==> config.mk <==
export PLATFORM = sky130hd
export DESIGN_NAME = charge_bargraph_animator
export DESIGN_NICKNAME = d
export VERILOG_FILES = /design/src/rtl/cba_pkg.sv /design/src/rtl/cba_regs.sv /design/src/rtl/cba_engine.sv /design/src/rtl/charge_bargraph_animator.sv
export SDC_FILE = /design/constraint.sdc
export NUM_CORES = 1
export LEC_CHECK = 0
export BUFFER_PORTS_ARGS = -buffer_cell sky130_fd_sc_hd__buf_2
export CAP_MARGIN = 15
export CORE_ASPECT_RATIO = 0.5
export CORE_MARGIN = 2
export CORE_UTILIZATION = 39
export CTS_CLUSTER_DIAMETER = 150
export CTS_CLUSTER_SIZE = 24
export DETAILED_ROUTE_END_ITERATION = 6
export SETUP_SLACK_MARGIN = 0.15
export SLEW_MARGIN = 20
export SYNTH_ARGS = -nofsm -noshare
export SYNTH_HDL_FRONTEND = slang
export SYNTH_SLANG_ARGS = --single-unit
==> constraint.sdc <==
create_clock -name clk -period 12.8 [get_ports clk]
set_input_delay 1.28 -clock clk [delete_from_list [all_inputs] [get_ports clk]]
set_output_delay 1.28 -clock clk [all_outputs]
set_load 0.01 [all_outputs]
==> src/rtl/cba_pkg.sv <==
`timescale 1ns / 1ps
// ----------------------------------------------------------------------------
// cba_pkg
// shared types, constants and helpers for the charge bargraph animator
// ----------------------------------------------------------------------------
package cba_pkg;

  localparam int LED_COUNT   = 10;
  localparam int DELAY_WIDTH = 24;
  localparam int ADDR_W      = 5;
  localparam int DATA_W      = 32;

  // odd/even multiplex masks
  localparam logic [LED_COUNT-1:0] MASK_ODD  = LED_COUNT'(10'h155);
  localparam logic [LED_COUNT-1:0] MASK_EVEN = LED_COUNT'(10'h2AA);

  // charge scaling
  localparam logic [15:0] SOC_ONE   = 16'd16384;
  localparam logic [4:0]  LEVEL_TOP = 5'd19;

  // input operation codes
  localparam logic OP_TICK  = 1'b0;
  localparam logic OP_START = 1'b1;

  // register indexes
  localparam logic [2:0] REG_MUX_PERIOD     = 3'd0;
  localparam logic [2:0] REG_CRIT_HALF      = 3'd1;
  localparam logic [2:0] REG_CRIT_COUNT     = 3'd2;
  localparam logic [2:0] REG_BUILDUP_PERIOD = 3'd3;
  localparam logic [2:0] REG_FLASH_HALF     = 3'd4;
  localparam logic [2:0] REG_FLASH_COUNT    = 3'd5;

  typedef struct packed {
    logic [7:0]  mux_period;
    logic [15:0] critical_half_period;
    logic [7:0]  crit_flashes;
    logic [15:0] buildup_period;
    logic [15:0] flash_half_period;
    logic [7:0]  flash_toggle_count;
  } cba_cfg_t;

  typedef struct packed {
    logic               op;
    logic signed [15:0] soc;
    logic               soc_present;
  } cba_item_t;

  function automatic logic [7:0] min1_8(input logic [7:0] v);
    return (v == 8'd0) ? 8'd1 : v;
  endfunction

  function automatic logic [15:0] min1_16(input logic [15:0] v);
    return (v == 16'd0) ? 16'd1 : v;
  endfunction

endpackage

==> src/rtl/cba_regs.sv <==
`timescale 1ns / 1ps
// ----------------------------------------------------------------------------
// cba_regs
// apb-style configuration registers with readback
// ----------------------------------------------------------------------------
module cba_regs import cba_pkg::*; (
  input  logic              clk,
  input  logic              rst_n,
  input  logic              psel,
  input  logic              penable,
  input  logic              pwrite,
  input  logic [ADDR_W-1:0] paddr,
  input  logic [DATA_W-1:0] pwdata,
  output logic [DATA_W-1:0] prdata,
  output logic              pready,
  output cba_cfg_t          cfg
);

  cba_cfg_t   cfg_r;
  logic [2:0] idx;
  logic       wr_en;

  assign idx    = paddr[ADDR_W-1:2];
  assign wr_en  = psel & penable & pwrite;
  assign pready = 1'b1;
  assign cfg    = cfg_r;

  always_ff @(posedge clk) begin
    if (!rst_n) begin
      cfg_r.mux_period           <= 8'd2;
      cfg_r.critical_half_period <= 16'd75;
      cfg_r.crit_flashes         <= 8'd10;
      cfg_r.buildup_period       <= 16'd50;
      cfg_r.flash_half_period    <= 16'd500;
      cfg_r.flash_toggle_count   <= 8'd8;
    end else if (wr_en) begin
      unique case (idx)
        REG_MUX_PERIOD:     cfg_r.mux_period           <= pwdata[7:0];
        REG_CRIT_HALF:      cfg_r.critical_half_period <= pwdata[15:0];
        REG_CRIT_COUNT:     cfg_r.crit_flashes         <= pwdata[7:0];
        REG_BUILDUP_PERIOD: cfg_r.buildup_period       <= pwdata[15:0];
        REG_FLASH_HALF:     cfg_r.flash_half_period    <= pwdata[15:0];
        REG_FLASH_COUNT:    cfg_r.flash_toggle_count   <= pwdata[7:0];
        default: ;
      endcase
    end
  end

  always_comb begin
    unique case (idx)
      REG_MUX_PERIOD:     prdata = DATA_W'(cfg_r.mux_period);
      REG_CRIT_HALF:      prdata = DATA_W'(cfg_r.critical_half_period);
      REG_CRIT_COUNT:     prdata = DATA_W'(cfg_r.crit_flashes);
      REG_BUILDUP_PERIOD: prdata = DATA_W'(cfg_r.buildup_period);
      REG_FLASH_HALF:     prdata = DATA_W'(cfg_r.flash_half_period);
      REG_FLASH_COUNT:    prdata = DATA_W'(cfg_r.flash_toggle_count);
      default:            prdata = '0;
    endcase
  end

endmodule

==> src/rtl/cba_engine.sv <==
`timescale 1ns / 1ps
// ----------------------------------------------------------------------------
// cba_engine
// animation state and single-pass next-state logic for one beat
// ----------------------------------------------------------------------------
module cba_engine import cba_pkg::*; (
  input  logic                 clk,
  input  logic                 rst_n,
  input  logic                 fire,
  input  cba_item_t            item,
  input  cba_cfg_t             cfg,
  output logic [LED_COUNT-1:0] pins_nxt,
  output logic                 busy_nxt
);

  typedef enum logic [2:0] {
    PH_IDLE,
    PH_CRIT,
    PH_BUILD,
    PH_HOLD,
    PH_FLASH
  } phase_t;

  typedef struct packed {
    phase_t                 phase;
    logic [LED_COUNT-1:0]   led_buffer;
    logic [4:0]             level;
    logic [15:0]            stored_charge;
    logic [7:0]             step_count;
    logic [DELAY_WIDTH-1:0] delay_count;
    logic [7:0]             mux_count;
    logic                   mux_polarity;
    logic [LED_COUNT-1:0]   pin_register;
  } st_t;

  localparam int PROD_W = 24;
  localparam logic [DELAY_WIDTH-1:0] DELAY_MAX = '1;

  st_t st_r, st_nxt;

  function automatic logic [LED_COUNT-1:0] top_bit(input logic [4:0] lvl);
    return LED_COUNT'(1) << lvl[4:1];
  endfunction

  function automatic logic [DELAY_WIDTH-1:0] hold_delay(input cba_cfg_t c);
    logic [PROD_W-1:0] prod;
    prod = PROD_W'(min1_16(c.flash_half_period)) * PROD_W'(min1_8(c.flash_toggle_count));
    if (PROD_W > DELAY_WIDTH && (prod >> DELAY_WIDTH) != '0)
      return DELAY_MAX;
    return DELAY_WIDTH'(prod);
  endfunction

  function automatic st_t enter_top(input st_t s, input cba_cfg_t c);
    st_t t;
    t = s;
    if (s.level[0]) begin
      t.phase       = PH_HOLD;
      t.led_buffer  = s.led_buffer | top_bit(s.level);
      t.delay_count = hold_delay(c);
    end else begin
      t.phase       = PH_FLASH;
      t.step_count  = 8'd1;
      t.led_buffer  = s.led_buffer ^ top_bit(s.level);
      t.delay_count = DELAY_WIDTH'(min1_16(c.flash_half_period));
    end
    return t;
  endfunction

  function automatic st_t build_next(input st_t s, input cba_cfg_t c);
    st_t t;
    t = s;
    if (s.step_count < 8'(s.level[4:1])) begin
      t.led_buffer  = s.led_buffer | (LED_COUNT'(1) << s.step_count[3:0]);
      t.step_count  = s.step_count + 8'd1;
      t.delay_count = DELAY_WIDTH'(min1_16(c.buildup_period));
    end else begin
      t = enter_top(s, c);
    end
    return t;
  endfunction

  function automatic st_t do_start(input st_t s, input cba_cfg_t c);
    st_t         t;
    logic [18:0] scaled;
    t      = s;
    scaled = {1'b0, s.stored_charge[13:0], 4'b0} + {3'b0, s.stored_charge[13:0], 2'b0};
    if (s.stored_charge[15])
      t.level = 5'd0;
    else if (s.stored_charge >= SOC_ONE)
      t.level = LEVEL_TOP;
    else
      t.level = scaled[18:14];
    t.led_buffer = '0;
    t.step_count = 8'd0;
    t.mux_count  = 8'd0;
    if (t.level == 5'd0) begin
      t.phase       = PH_CRIT;
      t.led_buffer  = LED_COUNT'(1);
      t.delay_count = DELAY_WIDTH'(min1_16(c.critical_half_period));
    end else begin
      t.phase = PH_BUILD;
      t = build_next(t, c);
    end
    return t;
  endfunction

  function automatic st_t do_advance(input st_t s, input cba_cfg_t c);
    st_t t;
    t = s;
    unique case (s.phase)
      PH_CRIT: begin
        if (s.led_buffer[0]) begin
          t.led_buffer  = '0;
          t.delay_count = DELAY_WIDTH'(min1_16(c.critical_half_period));
        end else begin
          t.step_count = s.step_count + 8'd1;
          if (t.step_count >= min1_8(c.crit_flashes)) begin
            t.phase        = PH_IDLE;
            t.pin_register = '0;
          end else begin
            t.led_buffer  = LED_COUNT'(1);
            t.delay_count = DELAY_WIDTH'(min1_16(c.critical_half_period));
          end
        end
      end
      PH_BUILD: t = build_next(s, c);
      PH_FLASH: begin
        if (s.step_count >= min1_8(c.flash_toggle_count)) begin
          t.phase        = PH_IDLE;
          t.pin_register = '0;
        end else begin
          t.led_buffer  = s.led_buffer ^ top_bit(s.level);
          t.step_count  = s.step_count + 8'd1;
          t.delay_count = DELAY_WIDTH'(min1_16(c.flash_half_period));
        end
      end
      default: begin
        t.phase        = PH_IDLE;
        t.pin_register = '0;
      end
    endcase
    return t;
  endfunction

  function automatic st_t do_mux(input st_t s, input cba_cfg_t c);
    st_t t;
    t = s;
    if (s.mux_count == 8'd0) begin
      t.pin_register = s.led_buffer & (s.mux_polarity ? MASK_ODD : MASK_EVEN);
      t.mux_polarity = ~s.mux_polarity;
      t.mux_count    = min1_8(c.mux_period) - 8'd1;
    end else begin
      t.mux_count = s.mux_count - 8'd1;
    end
    return t;
  endfunction

  always_comb begin
    st_nxt = st_r;
    if (item.op == OP_START) begin
      if (st_r.phase == PH_IDLE) begin
        if (item.soc_present)
          st_nxt.stored_charge = item.soc;
        st_nxt = do_start(st_nxt, cfg);
      end
    end else if (st_r.phase != PH_IDLE) begin
      st_nxt.delay_count = st_r.delay_count - DELAY_WIDTH'(1);
      if (st_nxt.delay_count == '0)
        st_nxt = do_advance(st_nxt, cfg);
      if (st_nxt.phase != PH_IDLE)
        st_nxt = do_mux(st_nxt, cfg);
    end
  end

  assign pins_nxt = st_nxt.pin_register;
  assign busy_nxt = (st_nxt.phase != PH_IDLE);

  // all-zero state is idle with a cleared buffer and pins
  always_ff @(posedge clk) begin
    if (!rst_n) begin
      st_r <= '0;
    end else if (fire) begin
      st_r <= st_nxt;
    end
  end

endmodule

==> src/rtl/charge_bargraph_animator.sv <==
`timescale 1ns / 1ps
// path: input register, then engine update and result register, both advanced by fire
// throughput: one beat per cycle while out_ready, set by the single-pass engine update
// an output register parts the sides, so one more beat is taken while a result waits
// reset: synchronous active-low rst_n clears pipeline valids and animation state,
// and loads the configuration defaults
// ----------------------------------------------------------------------------
// charge_bargraph_animator
// ten-led charge bargraph animator with odd/even multiplexing
// ----------------------------------------------------------------------------
module charge_bargraph_animator import cba_pkg::*; (
  input  logic                 clk,
  input  logic                 rst_n,
  // input channel
  input  logic                 in_valid,
  output logic                 in_ready,
  input  logic                 in_op,
  input  logic signed [15:0]   in_soc,
  input  logic                 in_soc_present,
  // result channel
  output logic                 out_valid,
  input  logic                 out_ready,
  output logic [LED_COUNT-1:0] out_led_pins,
  output logic                 out_busy_res,
  // configuration port
  input  logic                 psel,
  input  logic                 penable,
  input  logic                 pwrite,
  input  logic [ADDR_W-1:0]    paddr,
  input  logic [DATA_W-1:0]    pwdata,
  output logic [DATA_W-1:0]    prdata,
  output logic                 pready
);

  cba_cfg_t             cfg;
  cba_item_t            item_r;
  logic                 in_valid_r;
  logic                 out_valid_r;
  logic [LED_COUNT-1:0] pins_r;
  logic                 busy_r;
  logic [LED_COUNT-1:0] pins_nxt;
  logic                 busy_nxt;
  logic                 fire;

  // the held beat moves on when the result slot is empty or being drained
  assign fire     = in_valid_r & (~out_valid_r | out_ready);
  assign in_ready = ~in_valid_r | fire;

  cba_regs u_regs (
    .clk     (clk),
    .rst_n   (rst_n),
    .psel    (psel),
    .penable (penable),
    .pwrite  (pwrite),
    .paddr   (paddr),
    .pwdata  (pwdata),
    .prdata  (prdata),
    .pready  (pready),
    .cfg     (cfg)
  );

  cba_engine u_engine (
    .clk      (clk),
    .rst_n    (rst_n),
    .fire     (fire),
    .item     (item_r),
    .cfg      (cfg),
    .pins_nxt (pins_nxt),
    .busy_nxt (busy_nxt)
  );

  // input register
  always_ff @(posedge clk) begin
    if (!rst_n) begin
      in_valid_r <= 1'b0;
    end else if (in_ready) begin
      in_valid_r <= in_valid;
    end
  end

  always_ff @(posedge clk) begin
    if (in_valid && in_ready) begin
      item_r.op          <= in_op;
      item_r.soc         <= in_soc;
      item_r.soc_present <= in_soc_present;
    end
  end

  // result register
  always_ff @(posedge clk) begin
    if (!rst_n) begin
      out_valid_r <= 1'b0;
    end else if (fire) begin
      out_valid_r <= 1'b1;
    end else if (out_ready) begin
      out_valid_r <= 1'b0;
    end
  end

  always_ff @(posedge clk) begin
    if (fire) begin
      pins_r <= pins_nxt;
      busy_r <= busy_nxt;
    end
  end

  assign out_valid    = out_valid_r;
  assign out_led_pins = pins_r;
  assign out_busy_res = busy_r;

endmodule
==> summary.md <==
| Metric | Value |
|---|---|
| Status | `finished clean` |
| Pre-CTS WS | `6.69 ns` |
| R2R setup slack | `6.57 ns` |
| Arr. time, crit path | `6.62 ns` |
| CTS buffer count | `17` |
| Startpoint types | `flip-flop` |
| Routed Antenna Nets | `0` |
| Number of global-route vias before repair | `~14k` |
| DR WL met3 | `4330 um` |
| RSZ-0062 raised after global routing | `no` |
| Highest Clock Rate | `161 MHz` |
| Synth warn | `0` |
| GRT overflow | `0` |
| Gr usage total | `0.242` |
| Initial Util | `0.399` |
| XOR/XNOR share of the synthesized area | `0.0183` |
| Total power | `around 0.0014 W` |
| Avg Cell Area, Syn | `8.01 um^2` |
| Final slew viol count | `0` |
| First-pass GRT wire length | `82500 um` |
| CP Class | `reg2reg` |
| Post-synth top area cell | `dfxtp_1` |
| FF+latch count, synth | `188` |
| Worst clock skew | `0.0206 ns` |
| CP startpoint | `u_regs.cfg[17]$_SDFFE_PN0P_` |
| Slew @ Worst Pin | `roughly 1.0 ns` |
| Most common cell after layout, fill and taps aside | `nand2_1` |
| Largest family of logic cells by synthesized area | `simple AND/OR/NAND/NOR gates` |
| Fin crit share | `0.487` |
| Vias per inst | `5.86` |
| Post-synthesis mux area share | `0.0506` |
| Setup ws final | `6.57 ns` |
| Adder-Cell Fraction of Synth Area | `0.177` |
| H-tree depth | `4` |
| Die W | `293 um` |
| WL met1 | `about 24000 um` |
| Yosys top cell area share | `0.196` |
| Synth Flop Type | `dfxtp_1` |
| IO buf count | `72` |
| CTS Hold Bufs | `0` |
| P_leak | `7.19 nW` |
| Synth Area in Simple Gates | `0.230` |
| Commonest non-fill, non-tap cells in the layout | `nand2_1, inv_1, dfxtp_1` |
| Final wirelength | `roughly 52000 um` |
| Maxcap violations | `0` |
| Clock Path Buffers | `2` |
| Setup Fix Bufs, Post-CTS | `0` |
| Pwr dens | `81.6 mW/mm^2` |
| DP HPWL | `37700 um` |
| Clk root buf | `clkbuf_16` |
| TNS Setup | `0 ns` |
| Nets | `~2.3k` |
| Clk_lat worst skew | `0.47 ns` |
| IO Pins | `~110` |
| First DRT Iteration DRCs | `around 1.6k` |
| Cells after Synth | `2030` |
| FILL cells | `a little over 4k` |
| Worst slew margin | `0.296` |
| # setup viols final | `0` |
| Drt pass-1 iters | `5` |
| WL/cell | `20.1 um` |
| Synth Area in Compound Gates | `0.199` |
| ANT cells | `0` |
| Reg2reg end | `u_engine.st_r[39]$_SDFFE_PN0P_` |
| Ratio of cells with drive above 1 in the final layout | `0.0921` |
| Mapped cell area | `0.0163 mm^2` |
| Initial antenna violation count | `0` |
| # rows | `52` |
| Resized cells post-CTS | `0` |
| Clk slew on worst S/H paths | `0.08 ns` |
| Vias post-DR | `15.1k` |
| Crit path time final | `6.23 ns` |
| Async set-reset flop share out of synthesis | `0` |
| Post-synth EDFFs | `29` |
| Die Area | `around 0.043 mm^2` |
| Max VDD drop | `a little under 0.00009 V` |
| Highest routed layer | `met4` |
| Largest net degree at the start of global routing | `58` |
| Register area share after synthesis | `0.249` |
| Height of the die | `148 um` |
| Critical Path Sink | `u_engine.st_r[39]$_SDFFE_PN0P_` |
| Reg2reg start | `u_regs.cfg[17]$_SDFFE_PN0P_` |
| Layout overhead on the synthesized area | `7.97%` |
| CTS tree | `built` |
| Routed wl met2 | `23000 um` |
| Top post-synthesis cells by area | `dfxtp_1, fa_1, ha_1` |
| GPL Wtd Cong | `0.899` |
| Unique masters post-synth | `~90` |
| CP required | `13.19 ns` |
| CTS Sinks | `~190` |
| Residual DRC count | `0` |
| Kind of end point of the critical path | `flip-flop` |
| Core box area | `0.0407 mm^2` |
| Fin. Hold Viols | `0` |
| Hold Crit Class | `reg2reg` |
| R2R depth | `19` |
| Crit path max fanout | `13` |
critical path, cell delays in order, from the launching register on:
cell	delay [ns]
dfxtp_1	0.78
nor4_1	0.11
a41oi_1	0.89
nand2b_1	0.22
fa_1	0.45
fa_1	0.49
inv_1	0.05
fa_1	0.47
inv_1	0.05
fa_1	0.47
inv_1	0.04
ha_1	0.35
o211ai_1	0.12
nand2_1	0.10
a41o_1	0.25
a211oi_1	0.11
o31ai_1	0.43
a211oi_1	0.17
or4b_1	0.53
nand3_1	0.09
routing by layer:
metal	GRT usage	up-vias
met2	0.382	583
met3	0.0466	73
met5	0	-
met4	0.0623	0
li1	-	7092
met1	0.339	7377
worst min path at each step:
stage | cells past startpoint | slack (ns) | to | start
after detailed placement | 1 | 0.45 | u_engine.st_r[9]$_SDFFE_PN0P_ | u_engine.st_r[9]$_SDFFE_PN0P_
final | 1 | 0.47 | u_engine.st_r[1]$_SDFFE_PN0P_ | u_engine.st_r[1]$_SDFFE_PN0P_
after CTS | 1 | 0.47 | u_engine.st_r[1]$_SDFFE_PN0P_ | u_engine.st_r[1]$_SDFFE_PN0P_
after global routing | 1 | 0.48 | u_engine.st_r[1]$_SDFFE_PN0P_ | u_engine.st_r[1]$_SDFFE_PN0P_
after global placement | 1 | 0.45 | u_engine.st_r[6]$_SDFFE_PN0P_ | u_engine.st_r[6]$_SDFFE_PN0P_
after floorplan | 1 | 0.43 | u_engine.st_r[0]$_SDFFE_PN0P_ | u_engine.st_r[0]$_SDFFE_PN0P_
registers in the layout, indices dropped and copies added (netlist names):
signal	cells
out_valid	1
out_led_pins	10
out_busy_res	1
u_regs.cfg	72
in_valid_r	1
item_r	18
u_engine.st_r	85
cells by family after synthesis:
kind of cell               after synthesis
and+or+nand+nor                        758
AOI/OAI and AO/OA                      494
buffers and inverters                  299
DFF                                    188
adders and majority gates              180
muxes                                   75
xor gates and xnor gates                34
other                                    2
cell usage after synthesis, types with 38 or more instances:
cell type    n
nand2_1    269
inv_1      163
dfxtp_1    159
a21oi_1    143
nor2_1     141
o21ai_0    112
clkbuf_1   102
and2_1      99
ha_1        96
fa_1        84
nand3_1     57
mux2i_1     54
nor3_1      38
area by class of cell:
| cell class | instances | area, um^2 | area share |
|---|---|---|---|
| Clock buffer | 18 | 429 | 0.0245 |
| Clock inverter | 14 | 134 | 0.00763 |
| Inverter | 165 | 621 | 0.0354 |
| Multi-Input combinational cell | 1558 | 11100 | 0.631 |
| Sequential cell | 188 | 4050 | 0.231 |
| Tap cell | 540 | 676 | 0.0385 |
| Timing Repair Buffer | 99 | 563 | 0.0321 |
stage by stage:
stage          utilization  area [um^2]  hold slack (ns)  instances
2_1_floorplan            -        16300            0.433       2045
3_3_place_gp         0.417        17000            0.445       2550
3_5_place_dp         0.417        17000            0.448       2550
4_1_cts              0.431        17500            0.472       2582
5_1_grt              0.431        17500            0.482       2582
6_report             0.431        17500            0.471       2582
power breakdown:
part | leakage (nW) | internal, W | switching (W)
clock | 0.274 | 0.000257 | 0.000274
combinational | 5.35 | 0.0000919 | 0.000180
sequential | 1.56 | 0.000611 | 0.0000186
Power figures use the tool's default switching activity.
